### src/hw/rtl/rde_pkg.sv
// ----------------------------------------------------------------------------
// Radix digit emitter package
// Shared constants, types and the digit-to-symbol function of the emitter.
// ----------------------------------------------------------------------------
package rde_pkg;

   localparam int unsigned VALUE_BITS_DEFAULT    = 64;
   localparam int unsigned MAX_DIGITS_DEFAULT    = 64;
   localparam int unsigned ALPHABET_SIZE_DEFAULT = 66;

   localparam int unsigned VALUE_W  = 64;
   localparam int unsigned RADIX_W  = 7;
   localparam int unsigned DIGIT_W  = 7;
   localparam int unsigned SYMBOL_W = 7;

   localparam logic [RADIX_W-1:0] RADIX_RESET = 7'd10;
   localparam logic [RADIX_W-1:0] RADIX_MIN   = 7'd2;

   // ASCII bounds of the three symbol groups
   localparam int unsigned SYM_DIGIT_FIRST = 48;
   localparam int unsigned SYM_DIGIT_LAST  = 57;
   localparam int unsigned SYM_UPPER_FIRST = 65;
   localparam int unsigned SYM_UPPER_LAST  = 90;
   localparam int unsigned SYM_LOWER_FIRST = 97;
   localparam int unsigned SYM_LOWER_LAST  = 126;

   localparam int unsigned UPPER_START = 10;
   localparam int unsigned LOWER_START = 36;

   typedef enum logic [1:0] {
      ST_IDLE,
      ST_DIVIDE,
      ST_EMIT_READ,
      ST_EMIT_WAIT
   } state_type;

   typedef struct packed {
      logic start;
      logic use_input;
   } div_ctrl_type;

   typedef struct packed {
      logic               done;
      logic               quot_nz;
      logic [DIGIT_W-1:0] remainder;
   } div_stat_type;

   function automatic logic [SYMBOL_W-1:0] digit_symbol(input logic [DIGIT_W-1:0] d);
      logic [SYMBOL_W-1:0] sym;
      if (d < DIGIT_W'(UPPER_START)) begin
         sym = d + SYMBOL_W'(SYM_DIGIT_FIRST);
      end else if (d < DIGIT_W'(LOWER_START)) begin
         sym = d + SYMBOL_W'(SYM_UPPER_FIRST - UPPER_START);
      end else begin
         sym = d + SYMBOL_W'(SYM_LOWER_FIRST - LOWER_START);
      end
      return sym;
   endfunction

endpackage

### src/hw/rtl/radix_digit_emitter_unit.sv
// ----------------------------------------------------------------------------
// Radix digit emitter
// Converts an unsigned value into ASCII digit symbols in a chosen base.
// ----------------------------------------------------------------------------
// Usage: write the base (2 to 66) on the csr_ channel while the block is idle;
// it is always ready and resets to 10. Bases out of range are clamped.
// A value enters on the req_ channel; its digits leave on the rsp_ channel,
// most significant first, one transfer per digit, with rsp_last_digit set on
// the final one. Zero gives a single '0'.
// Each digit comes from the bit-serial divider, which produces one quotient
// bit per cycle; digits are then read back from the digit store one at a
// time while the receiver takes them. One value is converted at a time;
// the next is accepted once the final digit sits in the output register.
// When the receiver stalls, the output register holds its digit and the
// read-back waits. Reset clears the control state and the output valid;
// the digit store is not cleared and needs no clearing pass.
// ----------------------------------------------------------------------------
module radix_digit_emitter_unit #(
   parameter int unsigned VALUE_BITS    = rde_pkg::VALUE_BITS_DEFAULT,
   parameter int unsigned MAX_DIGITS    = rde_pkg::MAX_DIGITS_DEFAULT,
   parameter int unsigned ALPHABET_SIZE = rde_pkg::ALPHABET_SIZE_DEFAULT
) (
   input  logic                           clock,
   input  logic                           reset,
   input  logic                           csr_valid,
   output logic                           csr_ready,
   input  logic [rde_pkg::RADIX_W-1:0]    csr_radix,
   input  logic                           req_valid,
   output logic                           req_ready,
   input  logic [rde_pkg::VALUE_W-1:0]    req_value,
   output logic                           rsp_valid,
   input  logic                           rsp_ready,
   output logic [rde_pkg::SYMBOL_W-1:0]   rsp_symbol,
   output logic                           rsp_last_digit
);

   localparam int unsigned IDX_W = $clog2(MAX_DIGITS);
   localparam int unsigned CNT_W = $clog2(MAX_DIGITS + 1);

   rde_pkg::state_type             state_ff, state_in;
   logic [rde_pkg::RADIX_W-1:0]    radix_ff;
   logic [rde_pkg::RADIX_W-1:0]    radix_eff;
   logic [CNT_W-1:0]               count_ff, count_in;
   logic [IDX_W-1:0]               rd_idx_ff, rd_idx_in;
   logic                           rsp_valid_ff, rsp_valid_in;
   logic [rde_pkg::SYMBOL_W-1:0]   rsp_symbol_ff, rsp_symbol_in;
   logic                           rsp_last_ff, rsp_last_in;

   rde_pkg::div_ctrl_type          div_ctrl;
   rde_pkg::div_stat_type          div_stat;
   logic                           wr_en;
   logic                           rd_en;
   logic [rde_pkg::SYMBOL_W-1:0]   rd_data;
   logic                           out_free;

   assign csr_ready = 1'b1;

   always_ff @(posedge clock) begin
      if (reset) begin
         radix_ff <= rde_pkg::RADIX_RESET;
      end else if (csr_valid) begin
         radix_ff <= csr_radix;
      end
   end

   always_comb begin
      if (radix_ff < rde_pkg::RADIX_MIN) begin
         radix_eff = rde_pkg::RADIX_MIN;
      end else if (radix_ff > rde_pkg::RADIX_W'(ALPHABET_SIZE)) begin
         radix_eff = rde_pkg::RADIX_W'(ALPHABET_SIZE);
      end else begin
         radix_eff = radix_ff;
      end
   end

   rde_divider #(
      .VALUE_BITS (VALUE_BITS)
   ) u_divider (
      .clock    (clock),
      .reset    (reset),
      .ctrl     (div_ctrl),
      .dividend (req_value[VALUE_BITS-1:0]),
      .divisor  (radix_eff),
      .stat     (div_stat)
   );

   rde_digit_store #(
      .DEPTH (MAX_DIGITS)
   ) u_store (
      .clock   (clock),
      .wr_en   (wr_en),
      .wr_addr (count_ff[IDX_W-1:0]),
      .wr_data (rde_pkg::digit_symbol(div_stat.remainder)),
      .rd_en   (rd_en),
      .rd_addr (rd_idx_ff),
      .rd_data (rd_data)
   );

   assign out_free = !rsp_valid_ff || rsp_ready;

   always_comb begin
      state_in           = state_ff;
      count_in           = count_ff;
      rd_idx_in          = rd_idx_ff;
      div_ctrl.start     = 1'b0;
      div_ctrl.use_input = 1'b0;
      wr_en              = 1'b0;
      rd_en              = 1'b0;
      req_ready          = 1'b0;
      rsp_valid_in       = rsp_valid_ff && !rsp_ready;
      rsp_symbol_in      = rsp_symbol_ff;
      rsp_last_in        = rsp_last_ff;
      case (state_ff)
         rde_pkg::ST_IDLE: begin
            req_ready = 1'b1;
            if (req_valid) begin
               div_ctrl.start     = 1'b1;
               div_ctrl.use_input = 1'b1;
               count_in           = '0;
               state_in           = rde_pkg::ST_DIVIDE;
            end
         end
         rde_pkg::ST_DIVIDE: begin
            if (div_stat.done) begin
               // Digits beyond the store are the most significant ones and
               // are dropped; the division still runs to the end.
               if (count_ff < CNT_W'(MAX_DIGITS)) begin
                  wr_en    = 1'b1;
                  count_in = count_ff + 1'b1;
               end
               if (div_stat.quot_nz) begin
                  div_ctrl.start = 1'b1;
               end else begin
                  rd_idx_in = wr_en ? count_ff[IDX_W-1:0] : IDX_W'(MAX_DIGITS - 1);
                  state_in  = rde_pkg::ST_EMIT_READ;
               end
            end
         end
         rde_pkg::ST_EMIT_READ: begin
            if (out_free) begin
               rd_en    = 1'b1;
               state_in = rde_pkg::ST_EMIT_WAIT;
            end
         end
         rde_pkg::ST_EMIT_WAIT: begin
            rsp_valid_in  = 1'b1;
            rsp_symbol_in = rd_data;
            rsp_last_in   = rd_idx_ff == '0;
            if (rd_idx_ff == '0) begin
               state_in = rde_pkg::ST_IDLE;
            end else begin
               rd_idx_in = rd_idx_ff - 1'b1;
               state_in  = rde_pkg::ST_EMIT_READ;
            end
         end
         default: begin
            state_in = rde_pkg::ST_IDLE;
         end
      endcase
   end

   always_ff @(posedge clock) begin
      count_ff      <= count_in;
      rd_idx_ff     <= rd_idx_in;
      rsp_symbol_ff <= rsp_symbol_in;
      rsp_last_ff   <= rsp_last_in;
      if (reset) begin
         state_ff     <= rde_pkg::ST_IDLE;
         rsp_valid_ff <= 1'b0;
      end else begin
         state_ff     <= state_in;
         rsp_valid_ff <= rsp_valid_in;
      end
   end

   assign rsp_valid      = rsp_valid_ff;
   assign rsp_symbol     = rsp_symbol_ff;
   assign rsp_last_digit = rsp_last_ff;

endmodule

### src/hw/rtl/rde_divider.sv
// ----------------------------------------------------------------------------
// Bit-serial divider
// Restoring division of the value by the radix, one quotient bit per cycle.
// ----------------------------------------------------------------------------
module rde_divider #(
   parameter int unsigned VALUE_BITS = rde_pkg::VALUE_BITS_DEFAULT
) (
   input  logic                          clock,
   input  logic                          reset,
   input  rde_pkg::div_ctrl_type         ctrl,
   input  logic [VALUE_BITS-1:0]         dividend,
   input  logic [rde_pkg::RADIX_W-1:0]   divisor,
   output rde_pkg::div_stat_type         stat
);

   localparam int unsigned CNT_W = $clog2(VALUE_BITS);

   logic [VALUE_BITS-1:0]        dvd_ff, dvd_in;
   logic [rde_pkg::DIGIT_W-1:0]  rem_ff, rem_in;
   logic [CNT_W-1:0]             cnt_ff, cnt_in;
   logic                         busy_ff, busy_in;
   logic                         done_ff, done_in;
   logic                         qnz_ff, qnz_in;

   logic [rde_pkg::DIGIT_W:0]    trial;
   logic [rde_pkg::DIGIT_W:0]    diff;
   logic                         fits;

   // The dividend register shifts left; quotient bits enter at the bottom,
   // so after a full pass it holds the quotient.
   assign trial = {rem_ff, dvd_ff[VALUE_BITS-1]};
   assign fits  = trial >= {1'b0, divisor};
   assign diff  = trial - {1'b0, divisor};

   always_comb begin
      dvd_in  = dvd_ff;
      rem_in  = rem_ff;
      cnt_in  = cnt_ff;
      busy_in = busy_ff;
      qnz_in  = qnz_ff;
      done_in = 1'b0;
      if (ctrl.start) begin
         dvd_in  = ctrl.use_input ? dividend : dvd_ff;
         rem_in  = '0;
         cnt_in  = '0;
         busy_in = 1'b1;
         qnz_in  = 1'b0;
      end else if (busy_ff) begin
         rem_in = fits ? diff[rde_pkg::DIGIT_W-1:0] : trial[rde_pkg::DIGIT_W-1:0];
         dvd_in = {dvd_ff[VALUE_BITS-2:0], fits};
         qnz_in = qnz_ff | fits;
         cnt_in = cnt_ff + 1'b1;
         if (cnt_ff == CNT_W'(VALUE_BITS - 1)) begin
            busy_in = 1'b0;
            done_in = 1'b1;
         end
      end
   end

   always_ff @(posedge clock) begin
      dvd_ff <= dvd_in;
      rem_ff <= rem_in;
      qnz_ff <= qnz_in;
      if (reset) begin
         cnt_ff  <= '0;
         busy_ff <= 1'b0;
         done_ff <= 1'b0;
      end else begin
         cnt_ff  <= cnt_in;
         busy_ff <= busy_in;
         done_ff <= done_in;
      end
   end

   assign stat.done      = done_ff;
   assign stat.quot_nz   = qnz_ff;
   assign stat.remainder = rem_ff;

endmodule

### src/hw/rtl/rde_digit_store.sv
// ----------------------------------------------------------------------------
// Digit store
// Single-port-write, registered-read memory of digit symbols.
// ----------------------------------------------------------------------------
module rde_digit_store #(
   parameter int unsigned DEPTH = rde_pkg::MAX_DIGITS_DEFAULT
) (
   input  logic                           clock,
   input  logic                           wr_en,
   input  logic [$clog2(DEPTH)-1:0]       wr_addr,
   input  logic [rde_pkg::SYMBOL_W-1:0]   wr_data,
   input  logic                           rd_en,
   input  logic [$clog2(DEPTH)-1:0]       rd_addr,
   output logic [rde_pkg::SYMBOL_W-1:0]   rd_data
);

   logic [rde_pkg::SYMBOL_W-1:0] mem [DEPTH];
   logic [rde_pkg::SYMBOL_W-1:0] rd_data_ff;

   always_ff @(posedge clock) begin
      if (wr_en) begin
         mem[wr_addr] <= wr_data;
      end
      if (rd_en) begin
         rd_data_ff <= mem[rd_addr];
      end
   end

   assign rd_data = rd_data_ff;

endmodule

### config.mk
export PLATFORM = sky130hd
export DESIGN_NAME = radix_digit_emitter_unit
export DESIGN_NICKNAME = d
export VERILOG_FILES = /design/src/hw/rtl/rde_pkg.sv /design/src/hw/rtl/radix_digit_emitter_unit.sv /design/src/hw/rtl/rde_divider.sv /design/src/hw/rtl/rde_digit_store.sv
export SDC_FILE = /design/constraint.sdc
export NUM_CORES = 1
export LEC_CHECK = 0
export ABC_AREA = 1
export BUFFER_PORTS_ARGS = -buffer_cell sky130_fd_sc_hd__buf_2
export CORE_MARGIN = 4
export CORE_UTILIZATION = 50
export CTS_CLUSTER_SIZE = 10
export DETAILED_ROUTE_END_ITERATION = 10
export PLACE_DENSITY_LB_ADDON = 0.12
export SETUP_SLACK_MARGIN = 0.15
export SLEW_MARGIN = 20
export SYNTH_ARGS = -nofsm -noshare
export SYNTH_HDL_FRONTEND = slang
export SYNTH_SLANG_ARGS = --single-unit
### constraint.sdc
create_clock -name clock -period 4.9 [get_ports clock]
set_input_delay 0.49 -clock clock [delete_from_list [all_inputs] [get_ports clock]]
set_output_delay 0.49 -clock clock [all_outputs]
set_load 0.01 [all_outputs]
### After elaboration in Yosys (flattened, before gate mapping)

Memories as Yosys holds them, arrays and structs flattened. A register that Yosys moved wholly into a read port is not among the register bits.
Index checks and enable logic that the tools add are counted.

* output and inout port bits: 11
* latch bits: 0
* memories kept: 1
* memory bits (read-only): 0
* bits of input ports: 76
* word-level logic and storage cells: 98
* register bits after elaboration: 111
* bits in writable memories: 448

Memory list
* u_store.mem: depth 64, bits a word 7, rd ports 1, clocked after memory_dff 1, wr ports 1, RTL line rde_digit_store.sv:17 `logic [rde_pkg::SYMBOL_W-1:0] mem [DEPTH];`

* shifts and indexed selects: 0
* divide/modulo/power cells: 0
* $lt $le $gt $ge: 6
* equality and inequality tests: 11
* mux-type cells: 43
* multipliers: 0
* bitwise gates (word level): 2
* add/sub/neg operators: 7
* reduce and logical (&&, ||, !) cells: 15

Operators by type and width (count)
* 64-bit 2-to-1 mux: 3
* 7-bit 2-to-1 mux: 8
* 6-bit 2-to-1 mux: 4
* 7-bit by 6-bit adder with 7-bit output, second input constant: 3
* 1-bit 2-to-1 mux: 18
* 7-bit case mux with 2 select lines: 1
* 2-bit 2-to-1 mux: 6
* 6-bit case mux with 2 select lines: 1
* 4-bit AND reduction: 3
* 2-bit != test, second input constant: 5
* 8-bit by 7-bit >= comparator with 1-bit output: 1
* 2-bit case mux with 4 select lines: 1
* 7-bit by 1-bit adder with 7-bit output, second input constant: 1
* 7-bit greater-than comparator, second input constant: 1
* 7-bit by 2-bit less-than comparator with 1-bit output, second input constant: 1
* 7-bit by 4-bit less-than comparator with 1-bit output, second input constant: 1
* 7-bit by 6-bit less-than comparator with 1-bit output, second input constant: 1
* 7-bit less-than comparator, second input constant: 1
* 7-bit subtractor: 1
* 6-bit by 1-bit adder with 6-bit output, second input constant: 1
* 6-bit == test, second input constant: 1
* 6-bit zero test: 1
* 2-bit nonzero test: 3
* 6-bit by 1-bit subtractor with 6-bit output, second input constant: 1
* 13 further kinds: 16

### Depth between registers and ports, before layout

* depth after elaboration: 8
* depth in mapped cells: 16
* mapped depth without buffers: 16

### Modules after synthesis

A second synthesis with hierarchy kept.

* cell total of the unflattened synthesis: 2259
* area, all modules: 24242.0 um2

Modules (own cells, without submodules)
* rde_digit_store: seq. area each 13663.1 um2, area an instance 18615.4 um2, times used 1, cells each 1590
* rde_divider: seq. area each 2242.2 um2, area an instance 3831.2 um2, times used 1, cells each 439
* radix_digit_emitter_unit: seq. area each 830.8 um2, area an instance 1795.5 um2, times used 1, cells each 230

### Worst setup path after synthesis

OpenSTA, ideal clock, no wires.

* path kind: register -> register
* start: register u_divider.rem_ff[1] in the netlist's numbering
* end: memory u_store.mem[0][1] in the netlist's numbering (data pin)
* library setup time: 703 ps
* setup slack: 808 ps
* clock period less this slack: 4092 ps
* data required time: 4197 ps
* buffers on the path: 0
* data arrival time: 3389 ps
* cell stages (with the launch flop): 4
* cells stage by stage: dfxtp_1 -> o21ai_0 -> nand3_1 -> o21ai_0

* longest elaborated chain between the ends: 3
* elaborated cells on any way between the ends: 7

RTL lines
* start: declaration: RTL line rde_divider.sv:19 `logic [rde_pkg::DIGIT_W-1:0] rem_ff, rem_in;`
* start signal: assignment: RTL line rde_divider.sv:62 `rem_ff <= rem_in;`
* 7-bit by 6-bit adder with 7-bit output, or another cell as far along: RTL line rde_pkg.sv:55 `sym = d + SYMBOL_W'(SYM_LOWER_FIRST - LOWER_START);`
* 7-bit 2-to-1 mux: RTL line rde_pkg.sv:52 `end else if (d < DIGIT_W'(LOWER_START)) begin`
* 7-bit 2-to-1 mux (*): RTL line rde_pkg.sv:50 `if (d < DIGIT_W'(UPPER_START)) begin`
* via u_store.wr_data, one bit: RTL line rde_digit_store.sv:11 `input logic [rde_pkg::SYMBOL_W-1:0] wr_data,`
* end: declaration: RTL line rde_digit_store.sv:17

Mark *: on every way through the listed nets, which the timed path passes. The rest lies on a longest branch.

### Worst setup path in the final report

* start: register u_divider.rem_ff[2] in the netlist's numbering
* end: memory u_store.mem[41][4] in the netlist's numbering (data pin)

The elaborated chain is that of the path after synthesis.

==> flow_metrics.env <==
export IMPL_yosysTopAreaCell="edfxtp_1"
export IMPL_powerDensity_mw_per_mm2=495
export IMPL_dpl_cell_count=3078
export IMPL_drive_above_1_share=0.0901
export IMPL_setup_ws_ns=1.46
export IMPL_rows=81
export IMPL_clock_fmax_mhz=291
export IMPL_num_vias=16700
export IMPL_worst_slew_pin_slew_ns=1.28
export IMPL_avgViaCountPerCell=5.27
export IMPL_routed_wl_um=58200
export IMPL_synth_async_sr_flop_share=0
export IMPL_power_static_leakage_nw=11.2
export IMPL_hp_class="input pin to register"
export IMPL_remaining_drc_errors=0
export IMPL_period_needed_ns=3.44
export IMPL_grt_max_degree=236
export IMPL_pin_count=87
export IMPL_setup_violations=0
export IMPL_r2r_setup_slack_ns=1.46
export IMPL_fin_area_sq_mm=0.0278
export IMPL_first_global_vias=16100
export IMPL_start_kind="register"
export IMPL_antenna_found_initial=0
export IMPL_portBuffers=85
export IMPL_synthTopCellsByCount="nand2_1 (709), edfxtp_1 (540), nand3_1 (380)"
export IMPL_finalCritPeriodShare=0.701
export IMPL_rsz0062_at_grt="no"
export IMPL_postRouteAntennaNets=0
export IMPL_grt_use_total=0.218
export IMPL_worstSetupPathType="register to register"
export IMPL_grt_overflow=0
export IMPL_ir_worst_vdd_mv=0.325
export IMPL_arrival_ns=3.74
export IMPL_post_cts_setup_buffers=0
export IMPL_fin_skew_ns=0.0181
export IMPL_synth_edf_count=540
export IMPL_synth_flop_cell="edfxtp_1"
export IMPL_clockRootBuffer="clkbuf_16"
export IMPL_die_w_um=231
export IMPL_place_ws_ns=1.38
export IMPL_hold_viol=0
export IMPL_drv_slew=0
export IMPL_final_setup_tns_ns=0
export IMPL_fp_coreArea_sq_mm=0.0492
export IMPL_grt_pass1_wl_um=90600
export IMPL_cts_tree="yes"
export IMPL_critPathMaxFanout=41
export IMPL_slew_headroom=0.148
export IMPL_clkLatencyLatePin_ns=0.59
export IMPL_htree_num_levels=3
export IMPL_dpl_hpwl_um=35100
export IMPL_area_delta_synth_final_pct=11.5
export IMPL_drtPass1Iterations=5
export IMPL_wl_per_cell_um=18.4
export IMPL_yosys_warnings=0
export IMPL_postSynthCellCount=2418
export IMPL_antenna_cells=0
export IMPL_synth_area_leaders="edfxtp_1 (65%), nand2_1 (11%), nand3_1 (7.6%)"
export IMPL_yosysMostFrequentCell="nand2_1"
export IMPL_drt_iter0_drc=1236
export IMPL_start_util=0.508
export IMPL_path_clk_slew_ns=0.06
export IMPL_dpl_cell_area_sq_mm=0.0260
export IMPL_nNetsFinal=2575
export IMPL_syn_nets=2510
export IMPL_ys_seq_elements=566
export IMPL_endpoint_kind="register"
export IMPL_die_height_um=231
export IMPL_synth_distinct_cells=43
export IMPL_holdBufCountCts=0
export IMPL_finalNonFillerCells=3162
export IMPL_p_total_mw=13.8
export IMPL_status="finished, final reports clean"
export IMPL_clock_sinks=566
export IMPL_yosysTopAreaCellShare=0.650
export IMPL_cts_buffers=67
export IMPL_max_cap_violations=0
export IMPL_die_area_sq_mm=0.0536
export IMPL_syn_area_sq_mm=0.0250
export IMPL_gp_congestion=0.881
export IMPL_syn_area_per_cell_sq_um=10.3
export IMPL_yosysSeqAreaShare=0.670
export IMPL_clockBufferDepth=3
export IMPL_cts_resized=0
export IMPL_cp_required_ns=5.20
==> routing by layer <==
| layer | wire length, um | GRT usage | vias to the layer above |
|---|---|---|---|
| li1 | - | - | 8108 |
| met1 | 25200 | 0.295 | 7988 |
| met2 | 28000 | 0.364 | 457 |
| met3 | 3340 | 0.0372 | 98 |
| met4 | 1640 | 0.0628 | 0 |
| met5 | 0 | 0 | - |
==> logic make-up (layout without fill, tap and decap cells) <==
logic type,Yosys count,in the layout,share of synthesized area
compound gates,96,96,0.0231
flops,566,566,0.670
buf+inv,426,506,0.0695
xor+xnor,10,10,0.00351
other cells,1,1,0.000150
fa+ha+maj,16,16,0.00862
simple gates,1303,1303,0.225
==> cell usage in the layout (no fill, tap or decap), types with 3 or more instances in the layout <==
cell,instances
nand4_1,3
o211ai_1,28
clkbuf_1,10
nor2_1,123
dfxtp_1,26
clkbuf_16,71
a21oi_1,23
nor3_1,11
or2_2,18
buf_4,23
or2_1,45
edfxtp_1,540
nor3b_1,3
nand3_1,379
a31oi_1,3
xnor2_1,3
inv_2,7
clkinv_1,3
inv_1,301
xor2_1,4
ha_1,14
o21ai_0,31
buf_2,85
nand2_1,708
xor2_4,3
==> power breakdown <==
group,switching (mW),internal (mW),total (mW)
sequential,0.141,6.39,6.53
clock,1.78,2.62,4.40
combinational,2.14,0.695,2.84
==> sequential cells by signal, summed over array words and instances (netlist names) <==
register and flops:
rd_idx_ff 6, u_divider.rem_ff 7, u_store.rd_data 7, u_divider.done_ff 1
u_store.mem 448, rsp_symbol 7, rsp_valid 1, radix_ff 7
u_divider.cnt_ff 6, u_divider.dvd_ff 64, rsp_last_digit 1, u_divider.busy_ff 1
count_ff 7, state_ff 2, u_divider.qnz_ff 1
==> cell type report <==
type                            count  area [sq um]
Clock inverter                      3          42.5
Timing Repair Buffer              110           638
Fill cell                        4252         21300
Multi-Input combinational cell   1426          6590
Sequential cell                   566         16700
Clock buffer                       81          1810
Inverter                          312          1170
Tap cell                          664           831
==> metrics by stage <==
stage           util  hold WS [ns]
6_report       0.566         0.118
5_1_grt        0.566         0.125
4_1_cts        0.566        0.0865
3_5_place_dp   0.528         0.476
3_3_place_gp   0.528         0.470
2_1_floorplan      -         0.400
==> worst max-delay path, stage by stage, from the launching register on <==
cell     delay, ns
dfxtp_1       0.54
inv_1         0.12
a31oi_1       0.24
inv_1         0.11
fa_1          0.40
o21ai_0       0.23
nand2_1       0.11
nand2_1       0.10
nand3_2       0.76
buf_4         0.54
==> worst paths after layout <==
kind,end,start,cells after the start
max,u_store.mem[41][4]$_DFFE_PP_,u_divider.rem_ff[2]$_SDFFE_PP0P_,9
min,radix_ff[3]$_SDFFE_PP1P_,csr_radix[3],3
max reg2reg,u_store.mem[41][4]$_DFFE_PP_,u_divider.rem_ff[2]$_SDFFE_PP0P_,9
min reg2reg,u_divider.qnz_ff$_SDFFE_PP0P_,u_divider.qnz_ff$_SDFFE_PP0P_,2
No activity file was read; power rests on OpenSTA's default activity.
